==> config.mk <==
export PLATFORM = sky130hd
export DESIGN_NAME = bezier_chain_sampler
export DESIGN_NICKNAME = d
export VERILOG_FILES = /design/src/sv/bcs_pkg.sv /design/src/sv/bezier_chain_sampler.sv /design/src/sv/bcs_divider.sv /design/src/sv/bcs_lerp.sv
export SDC_FILE = /design/constraint.sdc
export NUM_CORES = 2
export LEC_CHECK = 0
export ABC_AREA = 1
export BUFFER_PORTS_ARGS = -buffer_cell sky130_fd_sc_hd__buf_2
export CORE_ASPECT_RATIO = 1.4
export CORE_MARGIN = 1.5
export CORE_UTILIZATION = 59
export CTS_BUF_LIST = sky130_fd_sc_hd__clkbuf_4 sky130_fd_sc_hd__clkbuf_8
export DETAILED_ROUTE_END_ITERATION = 7
export GPL_ROUTABILITY_DRIVEN = 0
export GPL_TIMING_DRIVEN = 0
export PLACE_DENSITY = 0.76
export SLEW_MARGIN = 30
export SYNTH_ARGS = -nofsm -noshare
export SYNTH_HDL_FRONTEND = slang
export SYNTH_HIERARCHICAL = 1
export SYNTH_SLANG_ARGS = --single-unit
==> constraint.sdc <==
create_clock -name clock -period 10.1 [get_ports clock]
set_clock_uncertainty 0.05 [all_clocks]
set_input_delay 1.01 -clock clock [delete_from_list [all_inputs] [get_ports clock]]
set_output_delay 1.01 -clock clock [all_outputs]
set_load 0.02 [all_outputs]
==> src/sv/bcs_pkg.sv <==
`timescale 1ns / 1ps
package bcs_pkg;
   // Default geometry of the sampler.
   localparam int COORD_WIDTH_DEF = 24;
   localparam int MAX_SAMPLES_DEF = 64;
   localparam int T_FRAC_BITS_DEF = 16;

   // The sample spacing register is fixed at 23 bits, unsigned Q15.8.
   localparam int SPACING_WIDTH = 23;
   localparam logic [SPACING_WIDTH-1:0] SPACING_RESET = 23'd25600;

   // Anchor counter codes.
   localparam logic [1:0] SEEN_NONE = 2'd0;
   localparam logic [1:0] SEEN_ONE  = 2'd1;
   localparam logic [1:0] SEEN_MANY = 2'd2;

   // Sequencer states.
   localparam int STATE_WIDTH = 3;
   localparam logic [STATE_WIDTH-1:0] ST_IDLE   = 3'd0;
   localparam logic [STATE_WIDTH-1:0] ST_DSTART = 3'd1;
   localparam logic [STATE_WIDTH-1:0] ST_DWAIT  = 3'd2;
   localparam logic [STATE_WIDTH-1:0] ST_LISSUE = 3'd3;
   localparam logic [STATE_WIDTH-1:0] ST_LWAIT  = 3'd4;
   localparam logic [STATE_WIDTH-1:0] ST_OUT    = 3'd5;

   // Number of interpolation steps per sample (six per axis).
   localparam int LERP_STEPS = 12;
   localparam int STEP_WIDTH = 4;

   // Handshake status returned by a shared unit.
   typedef struct packed {
      logic busy;
      logic done;
   } unit_status_type;
endpackage

==> src/sv/bezier_chain_sampler.sv <==
`timescale 1ns / 1ps
// Streaming cubic Bezier sampler. Anchors enter one transaction at a time; the
// second anchor of a curve closes a segment unless it is the final anchor, and
// each later anchor closes one; a segment is sampled at x steps of
// sample_spacing with de Casteljau interpolation. For each sample the sequencer
// starts the restoring divider and waits until t is ready, then runs twelve
// interpolations through one two-stage multiply unit, then offers the output
// transaction, which the result side may stall. Up to MAX_SAMPLES samples are
// produced per segment; req_tready stays low while a segment runs.
module bezier_chain_sampler #(
   parameter int COORD_WIDTH = bcs_pkg::COORD_WIDTH_DEF,
   parameter int MAX_SAMPLES = bcs_pkg::MAX_SAMPLES_DEF,
   parameter int T_FRAC_BITS = bcs_pkg::T_FRAC_BITS_DEF,
   parameter int DATA_WIDTH  = ((2 * COORD_WIDTH + 7) / 8) * 8
) (
   input  logic                                clock,
   input  logic                                reset,
   input  logic                                csr_we,
   input  logic [bcs_pkg::SPACING_WIDTH-1:0]   csr_wdata,
   input  logic                                req_tvalid,
   output logic                                req_tready,
   input  logic [DATA_WIDTH-1:0]               req_tdata,   // anchor_x, anchor_y
   input  logic                                req_tlast,   // final_anchor
   output logic                                rsp_tvalid,
   input  logic                                rsp_tready,
   output logic [DATA_WIDTH-1:0]               rsp_tdata,   // sample_x, sample_y
   output logic                                rsp_tlast,   // segment_end
   output logic                                rsp_tuser    // truncated
);
   import bcs_pkg::*;

   localparam int C   = COORD_WIDTH;
   localparam int SW  = SPACING_WIDTH;
   localparam int PSW = ((C + 1 > SW) ? C + 1 : SW) + 1;
   localparam int MW  = $clog2(MAX_SAMPLES + 1);
   localparam int TW  = ((SW + MW > C + 1) ? SW + MW : C + 1) + 1;
   localparam int NW  = (MAX_SAMPLES > 1) ? $clog2(MAX_SAMPLES) : 1;

   function automatic logic signed [C-1:0] sat_c(input logic signed [C+1:0] v);
      logic signed [C+1:0] hi;
      logic signed [C+1:0] lo;
      hi = $signed({3'b000, {(C - 1){1'b1}}});
      lo = $signed({3'b111, {(C - 1){1'b0}}});
      if (v > hi) begin
         sat_c = hi[C-1:0];
      end else if (v < lo) begin
         sat_c = lo[C-1:0];
      end else begin
         sat_c = v[C-1:0];
      end
   endfunction

   // Architectural state.
   logic [SW-1:0]         spacing_ff;
   logic [1:0]            seen_ff, seen_in;
   logic signed [C-1:0]   prev_x_ff, prev_y_ff, tan_x_ff, tan_y_ff;
   logic [STATE_WIDTH-1:0] state_ff, state_in;

   // Segment working registers.
   logic signed [C-1:0]   px_ff [4];
   logic signed [C-1:0]   py_ff [4];
   logic signed [C-1:0]   w_ff  [5];
   logic signed [C-1:0]   sx_ff, sy_ff;
   logic [C:0]            dist_ff;
   logic [PSW-1:0]        pos_ff;
   logic [NW-1:0]         n_ff;
   logic                  trunc_ff, last_ff;
   logic [STEP_WIDTH-1:0] step_ff;

   // Anchor entry arithmetic.
   logic signed [C-1:0]   ax, ay;
   logic signed [C:0]     dxw, dyw;
   logic signed [C+2:0]   dy3, qy3;
   logic signed [C:0]     qxs, qys;
   logic signed [C+1:0]   qxe, qye, axe, aye, pxe, pye;
   logic                  first_seg, emit, accept;
   logic [C:0]            span_abs;
   logic [TW-1:0]         need;

   assign ax     = $signed(req_tdata[C-1:0]);
   assign ay     = $signed(req_tdata[2*C-1:C]);
   assign accept = req_tvalid & req_tready;

   always_comb begin
      first_seg = (seen_ff == SEEN_ONE);
      dxw = {ax[C-1], ax} - {prev_x_ff[C-1], prev_x_ff};
      dyw = {ay[C-1], ay} - {prev_y_ff[C-1], prev_y_ff};
      dy3 = {{2{dyw[C]}}, dyw} + {dyw[C], dyw, 1'b0};
      qy3 = dy3 >>> 2;
      qxs = dxw >>> 2;
      qys = dyw >>> 2;
      qxe = {qxs[C], qxs};
      qye = first_seg ? qy3[C+1:0] : {qys[C], qys};
      axe = {{2{ax[C-1]}}, ax};
      aye = {{2{ay[C-1]}}, ay};
      pxe = {{2{prev_x_ff[C-1]}}, prev_x_ff};
      pye = {{2{prev_y_ff[C-1]}}, prev_y_ff};
      span_abs = dxw[C] ? (C + 1)'(-dxw) : dxw;
      need = TW'(MAX_SAMPLES) * TW'(spacing_ff);
      emit = (first_seg && !req_tlast) || (seen_ff == SEEN_MANY);
      if (req_tlast) begin
         seen_in = SEEN_NONE;
      end else if (seen_ff == SEEN_NONE) begin
         seen_in = SEEN_ONE;
      end else begin
         seen_in = SEEN_MANY;
      end
   end

   // Shared units.
   logic                  div_start, lerp_start;
   logic [T_FRAC_BITS-1:0] t_val;
   unit_status_type       div_status, lerp_status;
   logic signed [C-1:0]   la, lb, lres;

   bcs_divider #(.COORD_WIDTH(C), .T_FRAC_BITS(T_FRAC_BITS)) u_div (
      .clock (clock),
      .reset (reset),
      .start (div_start),
      .num   (pos_ff[C:0]),
      .den   (dist_ff),
      .quot  (t_val),
      .status(div_status)
   );

   bcs_lerp #(.COORD_WIDTH(C), .T_FRAC_BITS(T_FRAC_BITS)) u_lerp (
      .clock (clock),
      .reset (reset),
      .start (lerp_start),
      .a     (la),
      .b     (lb),
      .t     (t_val),
      .result(lres),
      .status(lerp_status)
   );

   // Operand selection for the current interpolation step.
   logic                  on_y;
   logic [2:0]            kstep;
   always_comb begin
      on_y  = (step_ff >= STEP_WIDTH'(LERP_STEPS / 2));
      kstep = on_y ? 3'(step_ff - STEP_WIDTH'(LERP_STEPS / 2)) : step_ff[2:0];
      unique case (kstep)
         3'd0: begin
            la = on_y ? py_ff[0] : px_ff[0];
            lb = on_y ? py_ff[1] : px_ff[1];
         end
         3'd1: begin
            la = on_y ? py_ff[1] : px_ff[1];
            lb = on_y ? py_ff[2] : px_ff[2];
         end
         3'd2: begin
            la = on_y ? py_ff[2] : px_ff[2];
            lb = on_y ? py_ff[3] : px_ff[3];
         end
         3'd3: begin
            la = w_ff[0];
            lb = w_ff[1];
         end
         3'd4: begin
            la = w_ff[1];
            lb = w_ff[2];
         end
         default: begin
            la = w_ff[3];
            lb = w_ff[4];
         end
      endcase
   end

   // Sample position bookkeeping.
   logic [PSW-1:0] pos_next;
   logic           last_sample;
   assign pos_next    = pos_ff + PSW'(spacing_ff);
   assign last_sample = (pos_next >= PSW'(dist_ff)) || (n_ff == NW'(MAX_SAMPLES - 1));

   // Sequencer.
   always_comb begin
      state_in   = state_ff;
      div_start  = 1'b0;
      lerp_start = 1'b0;
      unique case (state_ff)
         ST_IDLE: begin
            if (accept && emit && spacing_ff != '0 && span_abs != '0) begin
               state_in = ST_DSTART;
            end
         end
         ST_DSTART: begin
            div_start = 1'b1;
            state_in  = ST_DWAIT;
         end
         ST_DWAIT: begin
            if (div_status.done) begin
               state_in = ST_LISSUE;
            end
         end
         ST_LISSUE: begin
            lerp_start = 1'b1;
            state_in   = ST_LWAIT;
         end
         ST_LWAIT: begin
            if (lerp_status.done) begin
               state_in = (step_ff == STEP_WIDTH'(LERP_STEPS - 1)) ? ST_OUT : ST_LISSUE;
            end
         end
         ST_OUT: begin
            if (rsp_tready) begin
               state_in = last_ff ? ST_IDLE : ST_DSTART;
            end
         end
         default: state_in = ST_IDLE;
      endcase
   end

   always_ff @(posedge clock) begin
      // Segment setup on an accepted anchor.
      if (accept) begin
         px_ff[0] <= prev_x_ff;
         py_ff[0] <= prev_y_ff;
         px_ff[1] <= first_seg ? sat_c(pxe + qxe) : tan_x_ff;
         py_ff[1] <= first_seg ? sat_c(pye + qye) : tan_y_ff;
         px_ff[2] <= sat_c(axe - qxe);
         py_ff[2] <= sat_c(aye - qye);
         px_ff[3] <= ax;
         py_ff[3] <= ay;
         dist_ff  <= span_abs;
         trunc_ff <= (need < TW'(span_abs));
         pos_ff   <= '0;
         n_ff     <= '0;
      end
      if (state_ff == ST_DSTART) begin
         step_ff <= '0;
         last_ff <= last_sample;
      end
      // Store each interpolation result.
      if (state_ff == ST_LWAIT && lerp_status.done) begin
         step_ff <= step_ff + 1'b1;
         if (kstep == 3'd5) begin
            if (on_y) begin
               sy_ff <= lres;
            end else begin
               sx_ff <= lres;
            end
         end else begin
            w_ff[kstep] <= lres;
         end
      end
      if (state_ff == ST_OUT && rsp_tready) begin
         pos_ff <= pos_next;
         n_ff   <= n_ff + 1'b1;
      end
      if (reset) begin
         state_ff   <= ST_IDLE;
         spacing_ff <= SPACING_RESET;
         seen_ff    <= SEEN_NONE;
         prev_x_ff  <= '0;
         prev_y_ff  <= '0;
         tan_x_ff   <= '0;
         tan_y_ff   <= '0;
      end else begin
         state_ff <= state_in;
         if (csr_we) begin
            spacing_ff <= csr_wdata;
         end
         if (accept) begin
            seen_ff   <= seen_in;
            prev_x_ff <= ax;
            prev_y_ff <= ay;
            if (seen_ff != SEEN_NONE) begin
               tan_x_ff <= sat_c(axe + qxe);
               tan_y_ff <= sat_c(aye + qye);
            end
         end
      end
   end

   assign req_tready = (state_ff == ST_IDLE);
   assign rsp_tvalid = (state_ff == ST_OUT);
   assign rsp_tdata  = DATA_WIDTH'({sy_ff, sx_ff});
   assign rsp_tlast  = last_ff;
   assign rsp_tuser  = trunc_ff;

   // A sample is never offered while an anchor can be taken.
   a_exclusive: assert property (@(posedge clock) disable iff (reset)
      !(rsp_tvalid && req_tready))
      else $error("sample offered while accepting anchors");

   // Every offered sample lies inside the segment's x span.
   a_pos_range: assert property (@(posedge clock) disable iff (reset)
      (state_ff == ST_OUT) |-> (pos_ff < PSW'(dist_ff)))
      else $error("sample position beyond segment span");

   // The last permitted sample always closes the segment.
   a_cap: assert property (@(posedge clock) disable iff (reset)
      (state_ff == ST_OUT && n_ff == NW'(MAX_SAMPLES - 1)) |-> last_ff)
      else $error("sample count exceeds limit");

   // The divider is only started when it is idle.
   a_div_idle: assert property (@(posedge clock) disable iff (reset)
      div_start |-> !div_status.busy)
      else $error("divider restarted while busy");
endmodule

==> src/sv/bcs_divider.sv <==
`timescale 1ns / 1ps
module bcs_divider #(
   parameter int COORD_WIDTH = bcs_pkg::COORD_WIDTH_DEF,
   parameter int T_FRAC_BITS = bcs_pkg::T_FRAC_BITS_DEF
) (
   input  logic                   clock,
   input  logic                   reset,
   input  logic                   start,
   input  logic [COORD_WIDTH:0]   num,
   input  logic [COORD_WIDTH:0]   den,
   output logic [T_FRAC_BITS-1:0] quot,
   output bcs_pkg::unit_status_type status
);
   import bcs_pkg::*;

   localparam int CW = $clog2(T_FRAC_BITS + 1);

   logic [COORD_WIDTH+1:0] rem_ff, rem_in;
   logic [COORD_WIDTH:0]   den_ff, den_in;
   logic [T_FRAC_BITS-1:0] quot_ff, quot_in;
   logic [CW-1:0]          cnt_ff, cnt_in;
   logic                   busy_ff, busy_in;
   logic                   done_ff, done_in;
   logic [COORD_WIDTH+1:0] shifted;

   // One restoring quotient bit per cycle.
   always_comb begin
      shifted = {rem_ff[COORD_WIDTH:0], 1'b0};
      rem_in  = rem_ff;
      den_in  = den_ff;
      quot_in = quot_ff;
      cnt_in  = cnt_ff;
      busy_in = busy_ff;
      done_in = 1'b0;
      if (start) begin
         rem_in  = {1'b0, num};
         den_in  = den;
         quot_in = '0;
         cnt_in  = CW'(T_FRAC_BITS);
         busy_in = 1'b1;
      end else if (busy_ff) begin
         if (shifted >= {1'b0, den_ff}) begin
            rem_in  = shifted - {1'b0, den_ff};
            quot_in = {quot_ff[T_FRAC_BITS-2:0], 1'b1};
         end else begin
            rem_in  = shifted;
            quot_in = {quot_ff[T_FRAC_BITS-2:0], 1'b0};
         end
         cnt_in = cnt_ff - 1'b1;
         if (cnt_ff == CW'(1)) begin
            busy_in = 1'b0;
            done_in = 1'b1;
         end
      end
   end

   always_ff @(posedge clock) begin
      rem_ff  <= rem_in;
      den_ff  <= den_in;
      quot_ff <= quot_in;
      cnt_ff  <= cnt_in;
      if (reset) begin
         busy_ff <= 1'b0;
         done_ff <= 1'b0;
      end else begin
         busy_ff <= busy_in;
         done_ff <= done_in;
      end
   end

   assign quot        = quot_ff;
   assign status.busy = busy_ff;
   assign status.done = done_ff;
endmodule

==> src/sv/bcs_lerp.sv <==
`timescale 1ns / 1ps
module bcs_lerp #(
   parameter int COORD_WIDTH = bcs_pkg::COORD_WIDTH_DEF,
   parameter int T_FRAC_BITS = bcs_pkg::T_FRAC_BITS_DEF
) (
   input  logic                          clock,
   input  logic                          reset,
   input  logic                          start,
   input  logic signed [COORD_WIDTH-1:0] a,
   input  logic signed [COORD_WIDTH-1:0] b,
   input  logic [T_FRAC_BITS-1:0]        t,
   output logic signed [COORD_WIDTH-1:0] result,
   output bcs_pkg::unit_status_type      status
);
   import bcs_pkg::*;

   localparam int PW = COORD_WIDTH + T_FRAC_BITS + 2;

   logic signed [COORD_WIDTH:0]   diff;
   logic signed [PW-1:0]          prod_in, prod_ff;
   logic signed [COORD_WIDTH-1:0] a_ff, res_ff, res_in;
   logic signed [PW-1:0]          scaled;
   logic                          stage_ff, done_ff;

   // First stage: difference times t. Second stage: floor shift and offset.
   always_comb begin
      diff    = {b[COORD_WIDTH-1], b} - {a[COORD_WIDTH-1], a};
      prod_in = PW'(diff) * $signed({1'b0, t});
      scaled  = prod_ff >>> T_FRAC_BITS;
      res_in  = a_ff + scaled[COORD_WIDTH-1:0];
   end

   always_ff @(posedge clock) begin
      if (start) begin
         prod_ff <= prod_in;
         a_ff    <= a;
      end
      if (stage_ff) begin
         res_ff <= res_in;
      end
      if (reset) begin
         stage_ff <= 1'b0;
         done_ff  <= 1'b0;
      end else begin
         stage_ff <= start;
         done_ff  <= stage_ff;
      end
   end

   assign result      = res_ff;
   assign status.busy = stage_ff;
   assign status.done = done_ff;
endmodule

### Word level (Yosys, flattened, before mapping)

Memory sizes are Yosys's and may differ from the RTL's.
Cells that the tools add are included.
W data, S select, Z words.

| storage, ports and cells | value |
|---|---|
| flip-flop bits (word level) | 398 |
| RAM bits | 312 |
| input bits | 77 |
| output and inout port bits | 52 |
| logic and storage cells | 166 |
| memories | 3 |

| cells by class | value |
|---|---|
| $add $sub $neg | 18 |
| multipliers | 1 |
| magnitude comparators | 16 |
| eq/ne operators | 19 |
| multiplexer cells | 57 |
| bitwise operators | 3 |
| reductions and logical operators | 23 |

Memories:

| memory | words | width | rd ports | clocked after memory_dff | wr ports | RTL line | source |
|---|---|---|---|---|---|---|---|
| w_ff | 5 | 24 | 5 | 0 | 1 | bezier_chain_sampler.sv:62 | `logic signed [C-1:0] w_ff [5];` |
| px_ff | 4 | 24 | 4 | 0 | 4 | bezier_chain_sampler.sv:60 | `logic signed [C-1:0] px_ff [4];` |
| py_ff | 4 | 24 | 4 | 0 | 4 | bezier_chain_sampler.sv:61 | `logic signed [C-1:0] py_ff [4];` |

Operators by type and width:

| cell | number |
|---|---|
| $mux W24 | 22 |
| $pmux W24 S5 | 2 |
| $mux W25 | 4 |
| $gt A26 B24 Y1 const B | 3 |
| $lt A26 B24 Y1 const B | 3 |
| $mux W26 | 3 |
| $gt A25 B24 Y1 const B | 3 |
| $lt A25 B24 Y1 const B | 3 |
| $sub A24 B24 Y25 | 3 |
| $add A24 B26 Y26 | 2 |
| $ge A26 B25 Y1 | 2 |
| $add A24 B23 Y25 | 2 |
| $mul A25 B17 Y40 | 1 |
| $lt A29 B25 Y1 | 1 |
| $add A25 B26 Y27 | 1 |
| $add A26 B23 Y26 | 1 |
| $sub A24 B26 Y26 | 1 |
| $neg A25 Y25 | 1 |
| $reduce_bool A25 Y1 | 1 |
| $sub A24 B23 Y25 | 1 |
| $sub A25 B25 Y25 | 1 |
| $add A24 B24 Y24 | 1 |
| $reduce_bool A23 Y1 | 1 |
| $mux W3 | 6 |
| other kinds (31) | 68 |

### Depth between registers and ports, before layout

| depth | value |
|---|---|
| word-level depth | 9 |
| gate-level depth with buffers | 53 |
| gate-level depth less buffers | 52 |

### Modules after synthesis

The synthesis kept the hierarchy.

By module, submodules not included:

| module | times used | cells each | area an instance (um^2) | seq. area each (um^2) |
|---|---|---|---|---|
| bezier_chain_sampler | 1 | 4404 | 36097.1 | 15184.6 |
| bcs_lerp | 1 | 2465 | 19756.4 | 2202.1 |
| bcs_divider | 1 | 702 | 5022.3 | 1961.9 |

### Least setup slack after synthesis

No wires, ideal clock.

| timing path | value |
|---|---|
| path type | reg-to-reg |
| start point | reg step_ff[0] |
| end point | reg u_lerp.prod_ff[38] (data pin) |
| library setup time | 0.258 ns |
| data arrival time | 8.785 ns |
| required time | 9.792 ns |
| setup slack | 1.007 ns |
| stages on the path, launching flop included | 43 |
| buffers on the path | 3 |
| clock period less this slack | 9.093 ns |
| path through | edfxtp_1 inv_1 ha_1 nand2_1 nand2_1 nand2_1 o21ai_1 inv_1 nor3_1 buf_2 buf_1 a221oi_1 nand3_1 inv_1 ha_1 fa_1 inv_1 nand3_1 [... 7 more ...] inv_1 fa_1 buf_1 xnor2_1 xor2_1 fa_1 fa_1 inv_1 fa_1 inv_1 ha_1 a21oi_1 o21ai_0 a21oi_1 nand2_1 a21oi_1 nand3_1 xor2_1 |

| on the way | value |
|---|---|
| cells in the longest elaborated chain, start to end | 6 |
| elaborated cells between the ends (all ways) | 16 |
| classes of those cells | 2 x add/sub; 1 x mul; 1 x order compare; 4 x eq/ne; 7 x mux; 1 x reduce/logical |

Ends and longest elaborated chain:

| element | RTL line | source |
|---|---|---|
| start, declared | bezier_chain_sampler.sv:68 | `logic [STEP_WIDTH-1:0] step_ff;` |
| start signal, assigned | bezier_chain_sampler.sv:237 | `step_ff <= step_ff + 1'b1;` |
| $ge A4 B3 Y1 / $sub A3 B3 Y3 (equally long branches) | bezier_chain_sampler.sv:141, bezier_chain_sampler.sv:142 |  |
| $mux W3 | bezier_chain_sampler.sv:142 | `kstep = on_y ? 3'(step_ff - STEP_WIDTH'(LERP_STEPS / 2)) : step_ff[2:0];` |
| $eq A3 B3 Y1, or another cell as far along | bezier_chain_sampler.sv:143 | `unique case (kstep)` |
| $pmux W24 S5 * | bezier_chain_sampler.sv:143 |  |
| named net lb[0] | bezier_chain_sampler.sv:114 | `logic signed [C-1:0] la, lb, lres;` |
| $sub A24 B24 Y25 * | bcs_lerp.sv:27 | `diff = {b[COORD_WIDTH-1], b} - {a[COORD_WIDTH-1], a};` |
| $mul A25 B17 Y40 * | bcs_lerp.sv:28 | `prod_in = PW'(diff) * $signed({1'b0, t});` |
| named net u_lerp.prod_in[38] | bcs_lerp.sv:20 | `logic signed [PW-1:0] prod_in, prod_ff;` |
| end signal, assigned | bcs_lerp.sv:35 | `prod_ff <= prod_in;` |
| end, declared | bcs_lerp.sv:20 |  |

Mark *: on every way through the listed nets, which the timed path passes. The rest lies on a longest branch.
A chain may end at the register's enable or synchronous reset.

### Worst setup path after layout

Same ends and word-level chain as after synthesis.

==> impl_summary.txt <==
----------------------------------------------------
[STA]
  Max-slew headroom ... roughly 28%
  Final worst path period share ... around 99%
  Final number of setup-violating endpoints ... 0
  RSZ-0062 raised after global routing ... true
  Pins over their slew limit ... 0
  Slew at the pin closest to its max-slew limit ... between 1 and 1.5 ns
  Final hold violation count ... 0
  Time the worst path needs with I/O delays and setup ... 10.0 ns
  Highest clock rate ... roughly 0.1 GHz

[Logic synthesis]
  Count of yosys warnings during synthesis ... 6
  Post-synth design cell area ... 60900 um^2
  Syn nets ... around 8500
  Avg Inst Size Synth ... between 8 and 9 um^2
  Number of instances in the synthesized netlist ... between 7000 and 8000

[Route]
  Via total after detailed routing ... roughly 55000
  TritonRoute pass-1 iters ... 6
  Count of nets left with antenna violations after detail routing ... 0
  Starting DRC count in detailed routing ... about 6000
  Per-cell via count in the routed design ... roughly 6
  DRC Markers ... 0
  Routed Wire Length ... 202 mm
  Per-cell routed wire length ... ~22 um

[Global route]
  Most utilized layer in the global route result ... met2
  GRT met3 Usage ... 9.13%
  Global-route wire length before repair ... between 300 and 400 mm
  Global Route met1 Usage ... 41.2%
  Total Routing Usage GR ... about two fifths
  Number of global-route vias before repair ... around 54000
  Remaining Overflow, GRT ... 0
  Initial antenna violation count ... 13
  Largest net degree at the start of global routing ... a little over 80
  Met2 routing resource usage after global routing ... 63.3%

[Final layout]
  Share of post-route cells with drive strength above 1 ... about a tenth
  Most common library cell in the layout ignoring fill and taps ... sky130_fd_sc_hd__nand2_1
  Post-Layout Inst Area ... between 60000 and 70000 um^2
  Commonest cells after routing, fill and taps aside ... 1618 x sky130_fd_sc_hd__nand2_1, 1293 x sky130_fd_sc_hd__inv_1, 613 x sky130_fd_sc_hd__nor2_1, 545 x sky130_fd_sc_hd__edfxtp_1, 484 x sky130_fd_sc_hd__a21oi_1
  Net count reported at finish ... ~8800
  Area growth from synthesis to layout ... 10.2%
  Post-route insts no fill ... around 9300

[Die]
  Row cnt ... ~140
  Die span in y ... 383 um
  Width of the chip ... 274 um
  Boundary Pins ... around 130
  Starting utilization of the core area ... 59.4%
  Core Footprint ... 102000 um^2
  Die Area ... roughly 110000 um^2

[CTS]
  Cell at the root of the clock tree ... sky130_fd_sc_hd__clkbuf_8
  Number of CTS-inserted buffers ... between 90 and 100
  # clock sinks ... around 700
  Clock buffer depth ... 3
  Clock transition time at the flip-flop clock pins of the worst setup and hold paths ... 0.07 ns
  Deepest level of the CTS H-tree ... 3
  Skew-Pair Late Insertion Delay ... 0.81 ns
  Clock tree from TritonCTS ... done

[Critical path]
  Cell at the slowest stage of the critical path ... sky130_fd_sc_hd__fa_2
  Worst r2r dst ... u_lerp/prod_ff[38]$_DFFE_PP_
  Depth of the worst register-to-register path ... 42
  Register-to-Register Setup Slack ... ~0.10 ns
  Worst Setup Path Type ... reg2reg
  CP arrival ... 10.49 ns
  R2R Path Start ... step_ff[0]$_SDFFCE_PN0P_
  Element type at the critical path start ... register
  CP startpoint ... step_ff[0]$_SDFFCE_PN0P_
  Required time at the endpoint of the critical path ... 10.59 ns
  Most numerous cell on the critical path ... sky130_fd_sc_hd__nand2_1
  Critical path peak fanout ... 10
  End of the critical path ... u_lerp/prod_ff[38]$_DFFE_PP_
  Kind of capture point of the worst setup path ... register
  Maximum cell stage delay along the critical path ... ~0.62 ns

[Place]
  Placed wire-length estimate after detailed placement ... between 150 and 200 mm
  Port bufs ... around 130
  Count of placed standard cells including taps ... about 9100
  Total cell area at the placement stage ... 63700 um^2

[Run status]
  Status ... complete, no violations

[Hold path]
  Min-Delay Path Class ... in2reg

[Flow run]
  Number of violations of the max-capacitance limit ... 0

----------------------------------------------------
-- routing by layer --
| layer | vias to the layer above | wire, um |
|---|---|---|
| met3 | 1062 | 18400 |
| met2 | 3232 | 94500 |
| met1 | 25649 | 67300 |
| met5 | - | 58 |
| met4 | 10 | 22100 |
| li1 | 25169 | - |
-- final cells by class --
type,instances,area [um^2]
repair buffers,189,1350
multi-input cells,5322,36400
fillers,8486,35400
clock buffers,135,1660
plain buffers,225,1130
flip-flops and latches,694,19300
clock inverters,51,504
diodes,7,17.5
inverters,1329,5010
well taps,1339,1680
-- per-stage QoR --
| stage | TNS (ns) | utilization [%] | hold WS (ns) | setup slack (ns) |
|---|---|---|---|---|
| 2_1_floorplan | 0 | - | 0.376 | 1.01 |
| 3_3_place_gp | -112.77 | 61.7 | 0.402 | -1.84 |
| 3_5_place_dp | -34.79 | 62.2 | 0.411 | -1.99 |
| 4_1_cts | 0 | 64.7 | 0.319 | 0.0102 |
| 5_1_grt | -1.22 | 65.4 | 0.357 | -0.189 |
| 6_report | 0 | 65.5 | 0.366 | 0.104 |
-- worst max-delay path, delay by kind of cell (launching register included) --
| family | cells | cell delay, ns |
|---|---|---|
| XOR/XNOR | 1 | 0.18 |
| adder cells (fa/ha/maj) | 9 | 4.14 |
| flip-flops | 1 | 0.44 |
| AO/OA/AOI/OAI | 7 | 1.40 |
| AND/OR/NAND/NOR | 14 | 2.10 |
| buffers and inverters | 11 | 1.39 |
-- flip-flops by register name, indices dropped and copies added (netlist names), 5 cells and up --
name / flops
u_lerp/a_ff: 24
spacing_ff: 23
sx_ff: 24
prev_x_ff: 24
u_div/rem_ff: 25
prev_y_ff: 24
u_lerp/prod_ff: 24
sy_ff: 24
py_ff: 96
u_div/quot: 16
tan_x_ff: 24
n_ff: 6
u_div/den_ff: 25
u_lerp/result: 24
px_ff: 96
dist_ff: 25
pos_ff: 26
u_div/cnt_ff: 5
w_ff: 120
tan_y_ff: 24
-- what timing repair did --
| item | in CTS | in global routing |
|---|---|---|
| setup buffers | 10 | 28 |
| gates resized for setup | 101 | 177 |
| pin swaps | 9 | 24 |
| endpoints found under the setup margin | 24 | 24 |
| cloned | 0 | 1 |
| hold buffers | 0 | 0 |
-- how the worst min path moves through the flow --
stage / from / to / slack (ns) / cells past startpoint
after floorplan: dist_ff[10]$_DFFE_PP_ / u_div/den_ff[10]$_DFFE_PP_ / 0.38 / 0
after global placement: u_div/cnt_ff[4]$_SDFFE_PP1P_ / u_div/cnt_ff[4]$_SDFFE_PP1P_ / 0.40 / 1
after detailed placement: dist_ff[15]$_DFFE_PP_ / u_div/den_ff[15]$_DFFE_PP_ / 0.41 / 0
after CTS: csr_wdata[10] / spacing_ff[10]$_SDFFE_PP1P_ / 0.32 / 3
after global routing: csr_wdata[10] / spacing_ff[10]$_SDFFE_PP1P_ / 0.36 / 3
final: csr_wdata[10] / spacing_ff[10]$_SDFFE_PP1P_ / 0.37 / 3
Power is left out: the tool's default activity adds up to more than one toggle a clock period on the data nets, which glitch-free logic cannot reach.
